## config.mk

```make
export PLATFORM = sky130hd
export DESIGN_NAME = req_ack_bus_master
export DESIGN_NICKNAME = d
export VERILOG_FILES = /design/src/hw/rtl/rabm_pkg.sv /design/src/hw/rtl/rabm_in_stage.sv /design/src/hw/rtl/rabm_core.sv /design/src/hw/rtl/rabm_out_stage.sv /design/src/hw/rtl/req_ack_bus_master.sv
export SDC_FILE = /design/constraint.sdc
export NUM_CORES = 1
export LEC_CHECK = 0
export BUFFER_PORTS_ARGS = -buffer_cell sky130_fd_sc_hd__buf_4
export CAP_MARGIN = 20
export CORE_MARGIN = 5
export CORE_UTILIZATION = 29
export DETAILED_ROUTE_END_ITERATION = 10
export HOLD_SLACK_MARGIN = 0.02
export PLACE_DENSITY = 0.57
export SLEW_MARGIN = 20
export SYNTH_ARGS = -nofsm -noshare
export SYNTH_HDL_FRONTEND = slang
export SYNTH_HIERARCHICAL = 1
export SYNTH_SLANG_ARGS = --single-unit
```

## constraint.sdc

```tcl
create_clock -name clk -period 4.83 [get_ports clk]
set_clock_uncertainty 0.15 [all_clocks]
set_input_delay 0.2415 -clock clk [delete_from_list [all_inputs] [get_ports clk]]
set_output_delay 0.2415 -clock clk [all_outputs]
set_load 0.1 [all_outputs]
```

## src/hw/rtl/rabm_pkg.sv

```systemverilog
`timescale 1ns / 1ps
package rabm_pkg;

  localparam int SLAVE_COUNT = 4;

  localparam logic [15:0] TIMEOUT_RESET = 16'd25000;

  localparam logic [1:0] OP_NONE  = 2'd0;
  localparam logic [1:0] OP_READ  = 2'd1;
  localparam logic [1:0] OP_WRITE = 2'd2;
  localparam logic [1:0] OP_BLOCK = 2'd3;

  localparam logic [1:0] ST_OK       = 2'd0;
  localparam logic [1:0] ST_NO_ACK   = 2'd1;
  localparam logic [1:0] ST_ACK_HIGH = 2'd2;

  typedef enum logic [2:0] {
    PH_IDLE    = 3'b001,
    PH_WAIT_HI = 3'b010,
    PH_WAIT_LO = 3'b100
  } phase_t;

  typedef struct packed {
    logic [1:0] op;
    logic [1:0] slave_id;
    logic [7:0] write_data;
    logic       ack_level;
    logic [7:0] bus_in;
  } item_t;

  typedef struct packed {
    logic [3:0] req_lines;
    logic       rw_level;
    logic       bus_drive;
    logic [7:0] bus_out;
    logic       busy_res;
    logic       data_valid;
    logic [7:0] read_byte;
    logic       is_length;
    logic       last;
    logic       done_res;
    logic [1:0] status;
  } result_t;

endpackage

```

## src/hw/rtl/rabm_in_stage.sv

```systemverilog
`timescale 1ns / 1ps
module rabm_in_stage
  import rabm_pkg::*;
(
  input  logic  clk,
  input  logic  rst,
  input  logic  in_valid,
  output logic  in_ready,
  input  item_t in_item,
  input  logic  advance,
  output logic  item_valid,
  output item_t item
);

  assign in_ready = !item_valid || advance;

  always_ff @(posedge clk) begin
    if (rst) begin
      item_valid <= 1'b0;
    end else if (in_ready) begin
      item_valid <= in_valid;
    end
  end

  always_ff @(posedge clk) begin
    if (in_valid && in_ready) begin
      item <= in_item;
    end
  end

endmodule

```

## src/hw/rtl/rabm_core.sv

```systemverilog
`timescale 1ns / 1ps
module rabm_core
  import rabm_pkg::*;
(
  input  logic        clk,
  input  logic        rst,
  input  logic        cfg_we,
  input  logic [15:0] cfg_data,
  input  logic        step,
  input  item_t       item,
  output result_t     res
);

  logic [15:0] timeout_limit;
  phase_t      phase, phase_next;
  logic [15:0] poll_count, poll_count_next;
  logic [1:0]  active_slave, active_slave_next;
  logic [1:0]  command_kind, command_kind_next;
  logic [7:0]  held_write_byte, held_write_byte_next;
  logic [7:0]  bytes_remaining, bytes_remaining_next;
  logic        length_seen, length_seen_next;
  logic        drive;

  always_ff @(posedge clk) begin
    if (rst) begin
      timeout_limit <= TIMEOUT_RESET;
    end else if (cfg_we) begin
      timeout_limit <= cfg_data;
    end
  end

  always_comb begin
    phase_next           = phase;
    poll_count_next      = poll_count;
    active_slave_next    = active_slave;
    command_kind_next    = command_kind;
    held_write_byte_next = held_write_byte;
    bytes_remaining_next = bytes_remaining;
    length_seen_next     = length_seen;
    res                  = '0;
    unique case (phase)
      PH_IDLE: begin
        if (item.op != OP_NONE) begin
          command_kind_next    = item.op;
          active_slave_next    = item.slave_id;
          held_write_byte_next = (item.op == OP_WRITE) ? item.write_data : 8'd0;
          bytes_remaining_next = 8'd0;
          length_seen_next     = 1'b0;
          poll_count_next      = 16'd0;
          phase_next           = PH_WAIT_HI;
        end
      end
      PH_WAIT_HI: begin
        if (item.ack_level) begin
          if (command_kind != OP_WRITE) begin
            res.data_valid = 1'b1;
            res.read_byte  = item.bus_in;
            if (command_kind == OP_READ) begin
              res.last = 1'b1;
            end else if (!length_seen) begin
              res.is_length        = 1'b1;
              length_seen_next     = 1'b1;
              bytes_remaining_next = item.bus_in;
              res.last             = (item.bus_in == 8'd0);
            end else begin
              bytes_remaining_next = bytes_remaining - 8'd1;
              res.last             = (bytes_remaining == 8'd1);
            end
          end
          poll_count_next = 16'd0;
          phase_next      = PH_WAIT_LO;
        end else if (poll_count == timeout_limit) begin
          res.done_res = 1'b1;
          res.status   = ST_NO_ACK;
          phase_next   = PH_IDLE;
        end else begin
          poll_count_next = poll_count + 16'd1;
        end
      end
      PH_WAIT_LO: begin
        if (!item.ack_level) begin
          poll_count_next = 16'd0;
          if (command_kind == OP_BLOCK && bytes_remaining != 8'd0) begin
            phase_next = PH_WAIT_HI;
          end else begin
            res.done_res = 1'b1;
            res.status   = ST_OK;
            phase_next   = PH_IDLE;
          end
        end else if (poll_count == timeout_limit) begin
          res.done_res = 1'b1;
          res.status   = ST_ACK_HIGH;
          phase_next   = PH_IDLE;
        end else begin
          poll_count_next = poll_count + 16'd1;
        end
      end
      default: begin
        phase_next = PH_IDLE;
      end
    endcase

    drive         = (phase_next == PH_WAIT_HI) && (command_kind_next == OP_WRITE);
    res.rw_level  = (command_kind_next == OP_WRITE);
    res.bus_drive = drive;
    res.bus_out   = drive ? held_write_byte_next : 8'd0;
    res.busy_res  = (phase_next != PH_IDLE);
    if (phase_next == PH_WAIT_HI && 32'(active_slave_next) < SLAVE_COUNT) begin
      res.req_lines = 4'd1 << active_slave_next;
    end
  end

  always_ff @(posedge clk) begin
    if (rst) begin
      phase           <= PH_IDLE;
      poll_count      <= 16'd0;
      active_slave    <= 2'd0;
      command_kind    <= OP_NONE;
      held_write_byte <= 8'd0;
      bytes_remaining <= 8'd0;
      length_seen     <= 1'b0;
    end else if (step) begin
      phase           <= phase_next;
      poll_count      <= poll_count_next;
      active_slave    <= active_slave_next;
      command_kind    <= command_kind_next;
      held_write_byte <= held_write_byte_next;
      bytes_remaining <= bytes_remaining_next;
      length_seen     <= length_seen_next;
    end
  end

  a_req_onehot: assert property (@(posedge clk) disable iff (rst)
    $onehot0(res.req_lines))
    else $error("more than one request line raised");

  a_status_done: assert property (@(posedge clk) disable iff (rst)
    (res.status != ST_OK) |-> res.done_res)
    else $error("status set without done");

  a_no_read_on_write: assert property (@(posedge clk) disable iff (rst)
    res.data_valid |-> (command_kind != OP_WRITE) && (phase == PH_WAIT_HI))
    else $error("read byte reported outside a read wait");

  a_poll_count: assert property (@(posedge clk) disable iff (rst)
    (step && phase == PH_WAIT_HI && !item.ack_level && poll_count != timeout_limit)
      |=> poll_count == 16'($past(poll_count) + 16'd1))
    else $error("poll counter did not advance");

endmodule

```

## src/hw/rtl/rabm_out_stage.sv

```systemverilog
`timescale 1ns / 1ps
module rabm_out_stage
  import rabm_pkg::*;
(
  input  logic    clk,
  input  logic    rst,
  input  logic    item_valid,
  input  result_t res,
  output logic    advance,
  output logic    out_valid,
  input  logic    out_ready,
  output result_t out_res
);

  assign advance = item_valid && (!out_valid || out_ready);

  always_ff @(posedge clk) begin
    if (rst) begin
      out_valid <= 1'b0;
    end else if (!out_valid || out_ready) begin
      out_valid <= item_valid;
    end
  end

  always_ff @(posedge clk) begin
    if (advance) begin
      out_res <= res;
    end
  end

endmodule

```

## src/hw/rtl/req_ack_bus_master.sv

```systemverilog
`timescale 1ns / 1ps
// bus master for a four-phase request/acknowledge byte bus. every input beat is one poll tick
// carrying the sampled ack level and bus byte plus an optional command (taken only when idle),
// and produces exactly one result beat with the line levels and any received byte. a beat is held
// in the input register, then the state update loads the result register; out_ready back-pressure
// can stall it in between. one beat per cycle is sustained while out_ready keeps the result
// register draining. timeout_limit is written through cfg_we/cfg_data, which the user must do
// only while no beats are in flight (the block does not enforce this); it resets to 25000
module req_ack_bus_master
  import rabm_pkg::*;
(
  input  logic        clk,
  input  logic        rst,
  input  logic        cfg_we,
  input  logic [15:0] cfg_data,
  input  logic        in_valid,
  output logic        in_ready,
  input  logic [1:0]  op,
  input  logic [1:0]  slave_id,
  input  logic [7:0]  write_data,
  input  logic        ack_level,
  input  logic [7:0]  bus_in,
  output logic        out_valid,
  input  logic        out_ready,
  output logic [3:0]  req_lines,
  output logic        rw_level,
  output logic        bus_drive,
  output logic [7:0]  bus_out,
  output logic        busy_res,
  output logic        data_valid,
  output logic [7:0]  read_byte,
  output logic        is_length,
  output logic        last,
  output logic        done_res,
  output logic [1:0]  status
);

  item_t   in_item;
  item_t   item;
  logic    item_valid;
  logic    advance;
  result_t res;
  result_t out_res;

  assign in_item.op         = op;
  assign in_item.slave_id   = slave_id;
  assign in_item.write_data = write_data;
  assign in_item.ack_level  = ack_level;
  assign in_item.bus_in     = bus_in;

  rabm_in_stage u_in_stage (
    .clk        (clk),
    .rst        (rst),
    .in_valid   (in_valid),
    .in_ready   (in_ready),
    .in_item    (in_item),
    .advance    (advance),
    .item_valid (item_valid),
    .item       (item)
  );

  rabm_core u_core (
    .clk      (clk),
    .rst      (rst),
    .cfg_we   (cfg_we),
    .cfg_data (cfg_data),
    .step     (advance),
    .item     (item),
    .res      (res)
  );

  rabm_out_stage u_out_stage (
    .clk        (clk),
    .rst        (rst),
    .item_valid (item_valid),
    .res        (res),
    .advance    (advance),
    .out_valid  (out_valid),
    .out_ready  (out_ready),
    .out_res    (out_res)
  );

  assign req_lines  = out_res.req_lines;
  assign rw_level   = out_res.rw_level;
  assign bus_drive  = out_res.bus_drive;
  assign bus_out    = out_res.bus_out;
  assign busy_res   = out_res.busy_res;
  assign data_valid = out_res.data_valid;
  assign read_byte  = out_res.read_byte;
  assign is_length  = out_res.is_length;
  assign last       = out_res.last;
  assign done_res   = out_res.done_res;
  assign status     = out_res.status;

endmodule

```

==> run metrics, run 1 <==
Achievable Freq between 300 and 400 MHz; total wire length 10900 um; ant diodes 0; Root Driver clkbuf_16; CP Data Arrival Time 2.98 ns; dpl cells a little over 700; #FFs+latches synth about 110; Clk network pwr share 33.7%; clk_lat worst skew roughly 0.35 ns; I/O Pins 73; CTS Hold Bufs 39; Crit Path Class in -> reg; WL met3 357 um; final antenna-violating net count 0; # DRC 0; main combinational cell family by area after synthesis simple AND/OR/NAND/NOR gates; dpl ws around 2.0 ns; accumulated negative setup slack 0 ns; total track usage 11.2%; CTS resizes 0; routability cong. 0.807; layout overhead on the synthesized area 28.0%; most frequent cells in the layout buf_4, dfxtp_1, edfxtp_1; commonest non-fill, non-tap cell in the layout buf_4; metal2 WL 5080 um; first-pass GRT wire length 18000 um; total power divided by cell area 330 nW/um^2; HP Class in -> reg; # nets final around 600; detailed placer's ending HPWL 7540 um; number of CTS-inserted buffers 9; Tmin final 2.88 ns; XOR/XNOR Fraction of Synth Area 3.05%; initial antenna violation count 0; Starting DRT DRC Count 235; Final period util 59.6%; Initial Util 29.5%; layout cells sized above 1 18.2%; Net Sw Frac 28.8%; CTS sink count approximately 110; Setup crit end kind register; final hold violations 0; row count 47; Mapped Cells 457; status finished clean; worst-case clock buffer depth 2; crit path launch type input port; pin count of the biggest net entering global routing 53; Yosys top cell area share 30.7%; vias after detailed routing 3763; sequential share of power 50.1%; uppermost layer routed met4; Crit path required time 4.93 ns; CTS tree built; total grt overflow 0; count of buffers from port buffering just over 70; vias in the first global route ~3600; CTS H-tree lvls 3; Syn. warnings 6; height of the die 140 um; wire length per cell 14.1 um; synthesized cell area slightly below 5000 um^2; syn_area_per_cell 10.7 um^2; met1 wire length approximately 5300 um; DR vias/cell just under 5; multiplexer area fraction after synthesis 2.89%; post-synthesis adder-cell area fraction 0.768%; fin. max-slew vios 0; Finished Layout Cells 775; RSZ-0062 raised after global routing no; internal power 1470 uW; final hold slack about 0.20 ns; top cells by area, synth edfxtp_1, dfxtp_1, a21oi_1; drt first pass iters 4; Worst slew margin 37.0%; endpoints failing setup 0; Worst-Margin Slew roughly 0.94 ns; sequential element share of the synthesized area 54.5%; Post-synth EDFFs 50; post-synthesis compound-gate area fraction around 14%; Crit Path Max Fanout 52; core area 16600 um^2; clk slew on worst S/H paths 0.07 ns; Net Switching approximately 590 uW; fin worst setup slack a little under 2 ns; count of max-cap constraint violations 0; Die Wd 140 um; Post-Synth Simple-Gate Area 21.1%; asr flop ratio synth 0%; Yosys cell types 55; Die ar. 19500 um^2; setup bufs post-CTS 0; largest area contributor in the netlist edfxtp_1; Max VDD drop 177 uV; Pwr Total between 2000 and 2500 uW; post-synthesis net count roughly 500; ys flop type dfxtp_1; P_leak 0.00221 uW; share of power burned in combinational logic 16.2%
## final timing paths
check,slack [ns],from,to,depth (start not counted)
setup / recovery,1.95,out_ready,u_core/bytes_remaining[6],8
hold reg to reg,0.35,u_core/held_write_byte[5],u_core/held_write_byte[5],2
hold / removal,0.20,rst,u_core/held_write_byte[5],2
setup reg to reg,1.96,u_core/phase[0],u_core/bytes_remaining[6],5
## worst max-delay path, cell delays in order
cell	delay, ns
dlygate4sd3_1	0.54
buf_4	0.10
nand2b_4	0.11
and2_4	0.55
nand4_1	0.14
a21oi_1	0.72
o311ai_0	0.30
a211oi_1	0.27
## flip-flops by register name (all words and copies together), names as in the netlist
name and count:
u_core/held_write_byte 8, u_core/phase 3, u_in_stage/item 21, u_core/timeout_limit 16, u_out_stage/out_res 29, u_core/command_kind 2
u_in_stage/item_valid 1, u_core/length_seen 1, u_core/bytes_remaining 8, u_core/poll_count 16, u_core/active_slave 2, u_out_stage/out_valid 1
## power groups by stage
stage               combinational (uW)  clock (uW)  sequential [uW]
floorplan                          129           0             1160
global placement                   307           0             1060
detailed placement                 311           0             1060
CTS                                338         720             1040
global route                       357         750             1040
finish                             334         697             1030
## cell type report
type | count | area, um^2
Sequential cell | 108 | 2660
Clock inverter | 7 | 56.3
Clock buffer | 9 | 225
Multi-Input combinational cell | 312 | 2070
Timing Repair Buffer | 112 | 938
Inverter | 7 | 26.3
Tap cell | 220 | 275
Fill cell | 1643 | 10300
## metrics by stage
stage          utilization, %  cell area (um^2)
2_1_floorplan               -              4890
3_3_place_gp             33.7              5580
3_5_place_dp             33.7              5580
4_1_cts                  37.7              6250
5_1_grt                  37.7              6250
6_report                 37.7              6250
## cell families after synthesis
| logic type | Yosys count |
|---|---|
| AOI/OAI and AO/OA | 99 |
| adders and majority gates | 3 |
| buffers and inverters | 37 |
| xor gates and xnor gates | 17 |
| muxes | 14 |
| DFF | 108 |
| and+or+nand+nor | 179 |
## layer usage
metal | global-route usage (%) | vias up
li1 | - | 1896
met1 | 15.4 | 1793
met3 | 1.92 | 11
met4 | 4.95 | 0
met5 | 0 | -
met2 | 17.3 | 63
## cell usage after synthesis, types with 13 or more instances
library cell	number
nand4_1	13
nand2_1	24
nor2b_1	17
nor2_1	36
a21oi_1	31
clkbuf_1	13
xnor2_1	17
dfxtp_1	58
mux2i_1	13
nor3b_1	13
edfxtp_1	50
Note: power is estimated with default switching activity, not from simulation.
==> inputs of run 2 (changes only) <==
==> constraint.sdc (replaced) <==
create_clock -name clk -period 2.87 [get_ports clk]
set_clock_uncertainty 0.15 [all_clocks]
set_input_delay 0.1435 -clock clk [delete_from_list [all_inputs] [get_ports clk]]
set_output_delay 0.1435 -clock clk [all_outputs]
set_load 0.1 [all_outputs]
==> run 2 against run 1 <==
Compared with the run above: final cell count increased by 0.65%; setup slack got worse by 1.6 ns; register-to-register slack got worse by 1.4 ns; critical path depth unchanged; critical endpoint is now u_core/poll_count[3]; total power increased by 69%; first-iteration DRC count increased by 14%; die area unchanged; flip-flop and latch count unchanged; highest routed layer unchanged; routed wire length increased by 5.8%; clock power increased by 68%; final area increased by 0.52%; count of clock-buffer cells in the layout increased by 1.
==> run metrics, run 2 (synthesis gave the netlist of run 1 again) <==
Root Driver clkbuf_16 (unchanged); Worst slew margin 51.2% (was 37.0%); Crit Path Class in -> reg (unchanged); fin. max-slew vios 0 (unchanged); commonest non-fill, non-tap cell in the layout buf_4 (unchanged); Achievable Freq 404 MHz; Clk network pwr share 33.5% (was 33.7%); number of CTS-inserted buffers 9 (unchanged); drt first pass iters 4 (unchanged); Worst path slowest cell or4_1 (was a21oi_1); CP Data Arrival Time 2.61 ns (was 2.98 ns); slowest stage delay, CP 0.59 ns (was 0.72 ns); count of max-cap constraint violations 0 (unchanged); Crit Path Max Fanout 20 (was 52); accumulated negative setup slack 0 ns (unchanged); layout cells sized above 1 18.6% (was 18.2%); core area 16600 um^2 (unchanged); Tmin final 2.47 ns; CTS H-tree lvls 3 (unchanged); CTS sink count 108 (unchanged); first-pass GRT wire length 18800 um (was 18000 um); Net Switching 1010 uW (was 595 uW); # DRC 0 (unchanged); ant diodes 0 (unchanged); pin count of the biggest net entering global routing 48 (was 53); Net Sw Frac 28.9% (was 28.8%); total wire length 11600 um (was 10900 um); Cell Chain, Critical Path dlygate4sd3_1, buf_4, nand2b_4, and2_4, and2_1, nand2_1, or4_1, a21oi_1 (was dlygate4sd3_1, buf_4, nand2b_4, and2_4, nand4_1, a21oi_1, o311ai_0, a211oi_1); Largest register FFs 29 (unchanged); setup bufs post-CTS 0 (unchanged); sequential share of power 50.0% (was 50.1%); Starting DRT DRC Count 268 (was 235); Layout fillers 1644 (was 1643); share of power burned in combinational logic 16.5% (was 16.2%); clk slew on worst S/H paths 0.07 ns (about the same); HP Class in -> reg (unchanged); initial antenna violation count 0 (unchanged); detailed placer's ending HPWL 7730 um (was 7540 um); status finished clean (unchanged); count of buffers from port buffering 72 (unchanged); layout overhead on the synthesized area 28.6% (was 28.0%); fin worst setup slack 0.397 ns (was 1.95 ns); RSZ-0062 raised after global routing no (unchanged); worst-case clock buffer depth 2 (unchanged); # nets final 600 (was 595); I/O Pins 73 (unchanged); total grt overflow 0 (unchanged); final antenna-violating net count 0 (unchanged); final hold violations 0 (unchanged); Worst-Margin Slew 0.725 ns (was 0.942 ns); vias after detailed routing 3828 (was 3763); Crit path required time 3.00 ns (was 4.93 ns); Setup crit end kind register (unchanged); DR vias/cell 4.91 (was 4.86); wire length per cell 14.8 um (was 14.1 um); most frequent cells in the layout buf_4, dfxtp_1, edfxtp_1 (unchanged); CTS resizes 0 (unchanged); Die ar. 19500 um^2 (unchanged); height of the die 140 um (unchanged); Die Wd 140 um (unchanged); vias in the first global route 3658 (was 3588); total power divided by cell area 555 nW/um^2 (was 330 nW/um^2); crit path launch type input port (unchanged); routability cong. 0.824 (was 0.807); total track usage 11.9% (was 11.2%); clk_lat worst skew 0.36 ns (was 0.35 ns); CTS Hold Bufs 39 (unchanged); Max VDD drop 287 uV (was 177 uV); Final period util roughly 86%; P_leak 0.00223 uW (was 0.00221 uW); most flop-heavy register u_out_stage/out_res (unchanged); row count 47 (unchanged); dpl ws 0.545 ns (was 2.02 ns); endpoints failing setup 0 (unchanged); CTS tree built (unchanged); biggest regs u_out_stage/out_res (29), u_in_stage/item (21) (unchanged); internal power 2480 uW (was 1470 uW); Initial Util 29.5% (unchanged)
run 2: changes by cell type in the layout (fill, tap and decap cells not counted):
cell / delta
inv_6: -1
clkinv_1: +1
clkinv_4: +2
clkinv_2: -2
buf_4: +5
clkbuf_1: +1
inv_8: -1
run 2: final timing paths:
kind	cells past startpoint	endpoint	start	slack [ns]
setup reg to reg	8	u_out_stage/out_res[16]	u_core/bytes_remaining[0]	0.52
hold / removal	2	u_core/bytes_remaining[1]	rst	0.1
hold reg to reg	2	u_core/held_write_byte[4]	u_core/held_write_byte[4]	0.35
setup / recovery	8	u_core/poll_count[3]	out_ready	0.40
run 2: area by class of cell:
cell class / count / area (um^2) / area share (%)
Clock buffer: 10 / 229 / 3.64
Multi-Input combinational cell: 312 / 2070 / 32.9
Sequential cell: 108 / 2660 / 42.4
Inverter: 7 / 26.3 / 0.418
Tap cell: 220 / 275 / 4.38
Timing Repair Buffer: 117 / 976 / 15.5
Clock inverter: 6 / 47.5 / 0.756
run 2: worst max-delay path, delay by kind of cell:
kind | cells | cell delay (ns)
and+or+nand+nor | 5 | 1.65
buffers and inverters | 2 | 0.66
AOI/OAI and AO/OA | 1 | 0.15
run 2: per-stage QoR:
step	hold slack [ns]	cell area (um^2)	power, uW	utilization (%)	cells
finish	0.0971	6290	3490	37.9	780
global route	0.108	6290	3630	37.9	780
CTS	0.0888	6290	3530	37.9	780
detailed placement	0.173	5620	2310	33.9	725
global placement	0.172	5620	2310	33.9	725
floorplan	0.0559	4890	2160	-	457
run 2: power by group through the flow:
stage / Combinational, uW / Clock [uW] / Sequential, uW
after floorplan: 217 / 0 / 1950
final: 576 / 1170 / 1740
after CTS: 580 / 1210 / 1740
after global placement: 529 / 0 / 1780
after global routing: 616 / 1260 / 1750
after detailed placement: 536 / 0 / 1780
run 2: layer usage:
metal  up-vias  routed length, um  GRT usage (%)
li1       1909                  -              -
met3        14                341           1.96
met5         -                  0              0
met1      1830               5580           15.8
met2        75               5430           19.0
met4         0                221           5.30
==> inputs of run 3 (changes only) <==
--- a/config.mk
+++ b/config.mk
@@ -9,7 +9,9 @@
 export CAP_MARGIN = 20
 export CORE_MARGIN = 5
 export CORE_UTILIZATION = 29
+export CTS_CLUSTER_DIAMETER = 150
 export DETAILED_ROUTE_END_ITERATION = 10
+export GPL_TIMING_DRIVEN = 0
 export HOLD_SLACK_MARGIN = 0.02
 export PLACE_DENSITY = 0.57
 export SLEW_MARGIN = 20
==> run 3 against run 2 <==
Compared with the run above: routed wire length rose by 7.9%; die area stayed put; critical path depth down 1; sequential power about the same; non-clock buffer count up 28; final cell count up 3.7%; flip-flop and latch count did not move; total power grew 0.54%; critical endpoint is now u_out_stage/out_res[19]; largest power group unchanged.
==> run metrics, run 3 (synthesis gave the netlist of run 1 again) <==
vias after detailed routing 4014 (was 3828); HP Class reg -> reg (was in -> reg); row count 47 (unchanged); fin worst setup slack 0.303 ns (was 0.397 ns); pin count of the biggest net entering global routing 35 (was 48); layout cells sized above 1 18.7% (was 18.6%); total wire length 12500 um (was 11600 um); crit path launch type register (was input port); GR Layer Usage met2 19.7% (was 19.0%); Crit Path Class reg -> reg (was in -> reg); total power divided by cell area 547 nW/um^2 (was 555 nW/um^2); Cell Chain, Critical Path xnor2_1, nand4_1, nor4_1, clkbuf_1, o311a_1, buf_4, nor3b_1 (was dlygate4sd3_1, buf_4, nand2b_4, and2_4, and2_1, nand2_1, or4_1, a21oi_1); Worst-Margin Slew 0.768 ns (was 0.725 ns); Max VDD drop 292 uV (was 287 uV); Initial Util 29.5% (unchanged); fin. max-slew vios 0 (unchanged); CTS sink count 108 (unchanged); CP Data Arrival Time 2.52 ns (was 2.61 ns); endpoints failing setup 0 (unchanged); # nets final 628 (was 600); count of max-cap constraint violations 0 (unchanged); most flop-heavy register u_out_stage/out_res (unchanged); P_leak 0.00229 uW (was 0.00223 uW); worst-case clock buffer depth 2 (unchanged); most frequent cells in the layout buf_4, dfxtp_1, edfxtp_1 (unchanged); critical path's top delay family buffers and inverters (was simple AND/OR/NAND/NOR gates); vias in the first global route 4046 (was 3658); first-pass GRT wire length 20400 um (was 18800 um); wire length per cell 15.4 um (was 14.8 um); Largest register FFs 29 (unchanged); GRT busiest layer met2 (unchanged); core area 16600 um^2 (unchanged); final hold violations 0 (unchanged); Final period util 89.4% (was 86.2%); number of CTS-inserted buffers 9 (unchanged); clk_lat worst skew 0.36 ns (about the same); height of the die 140 um (unchanged); Die Wd 140 um (unchanged); Worst slew margin 48.3% (was 51.2%); detailed placer's ending HPWL 8700 um (was 7730 um); I/O Pins 73 (unchanged); final antenna-violating net count 0 (unchanged); Crit Path Max Fanout 10 (was 20); accumulated negative setup slack 0 ns (unchanged); clk slew on worst S/H paths 0.07 ns (about the same); dpl ws 0.293 ns (was 0.545 ns); Achievable Freq 390 MHz (was 404 MHz); CTS H-tree lvls 3 (unchanged); drt first pass iters 4 (unchanged); final core occ 38.6% (was 37.9%); Starting DRT DRC Count 243 (was 268); biggest regs u_out_stage/out_res (29), u_in_stage/item (21) (unchanged); DR vias/cell 4.96 (was 4.91); status finished clean (unchanged); placed instance area 5700 um^2 (was 5620 um^2); final instance area 6400 um^2 (was 6290 um^2); total grt overflow 0 (unchanged); count of buffers from port buffering 72 (unchanged); Die ar. 19500 um^2 (unchanged); initial antenna violation count 0 (unchanged); CTS tree built (unchanged); Worst path slowest cell dfxtp_1 (was or4_1); commonest non-fill, non-tap cell in the layout buf_4 (unchanged); Critical path buffers and inverters 2 (unchanged); # DRC 0 (unchanged); total track usage 12.8% (was 11.9%); slowest stage delay, CP 0.46 ns (was 0.59 ns); layout overhead on the synthesized area 31.0% (was 28.6%); routability cong. 0.845 (was 0.824); met1 usage 17.2% (was 15.8%); Setup crit end kind register (unchanged); Crit path required time 2.82 ns (was 3.00 ns); Pwr Total 3500 uW (was 3490 uW); Tmin final 2.57 ns (was 2.47 ns); Root Driver clkbuf_16 (unchanged); RSZ-0062 raised after global routing no (unchanged); M3 GR Usage 2.81% (was 1.96%)
==> run 3: worst paths after layout <==
| path | startpoint | to | slack [ns] | cells past startpoint |
|---|---|---|---|---|
| worst max-delay path | u_core/poll_count[2] | u_out_stage/out_res[19] | 0.30 | 7 |
| worst min register to register | u_core/held_write_byte[3] | u_core/held_write_byte[3] | 0.35 | 2 |
| worst max register to register | u_core/poll_count[2] | u_out_stage/out_res[19] | 0.30 | 7 |
| worst min-delay path | u_core/held_write_byte[3] | u_core/held_write_byte[3] | 0.35 | 2 |
==> run 3: tightest hold or removal path, delay by kind of cell (launching register included) <==
family / cells / cell delay [ns]
flops: 1 / 0.33
simple gates: 1 / 0.08
compound gates: 1 / 0.06
==> run 3: layer usage <==
layer	up-vias	part of all wire, %
met5	-	0
met4	0	2.1
met3	18	4.2
met2	88	47
met1	1934	46
li1	1974	-
==> run 3: repair_timing <==
item,in CTS,in global routing
endpoints found under the hold margin,39,0
hold buffers,43,0
resized for setup,0,0
endpoints found under the setup margin,0,0
setup buffers,0,0
==> run 3: area by class of cell <==
type | count | area, um^2
diodes | 1 | 2.50
clock inverters | 5 | 33.8
repair buffers | 115 | 971
inverters | 7 | 26.3
well taps | 220 | 275
fillers | 1654 | 10200
clock buffers | 11 | 233
plain buffers | 30 | 135
multi-input cells | 312 | 2060
flip-flops and latches | 108 | 2660
==> run 3: report_power, final <==
group	leakage, uW	internal, uW	switching (uW)
Clock	0.000128	592	571
Combinational	0.00121	205	404
Sequential	0.000950	1690	43.2
==> run 3: metrics by stage <==
| stage | std cells | hold WS [ns] |
|---|---|---|
| after floorplan | 457 | 0.0559 |
| after global placement | 749 | 0.172 |
| after detailed placement | 749 | 0.173 |
| after CTS | 808 | 0.341 |
| after global routing | 808 | 0.340 |
| final | 809 | 0.347 |
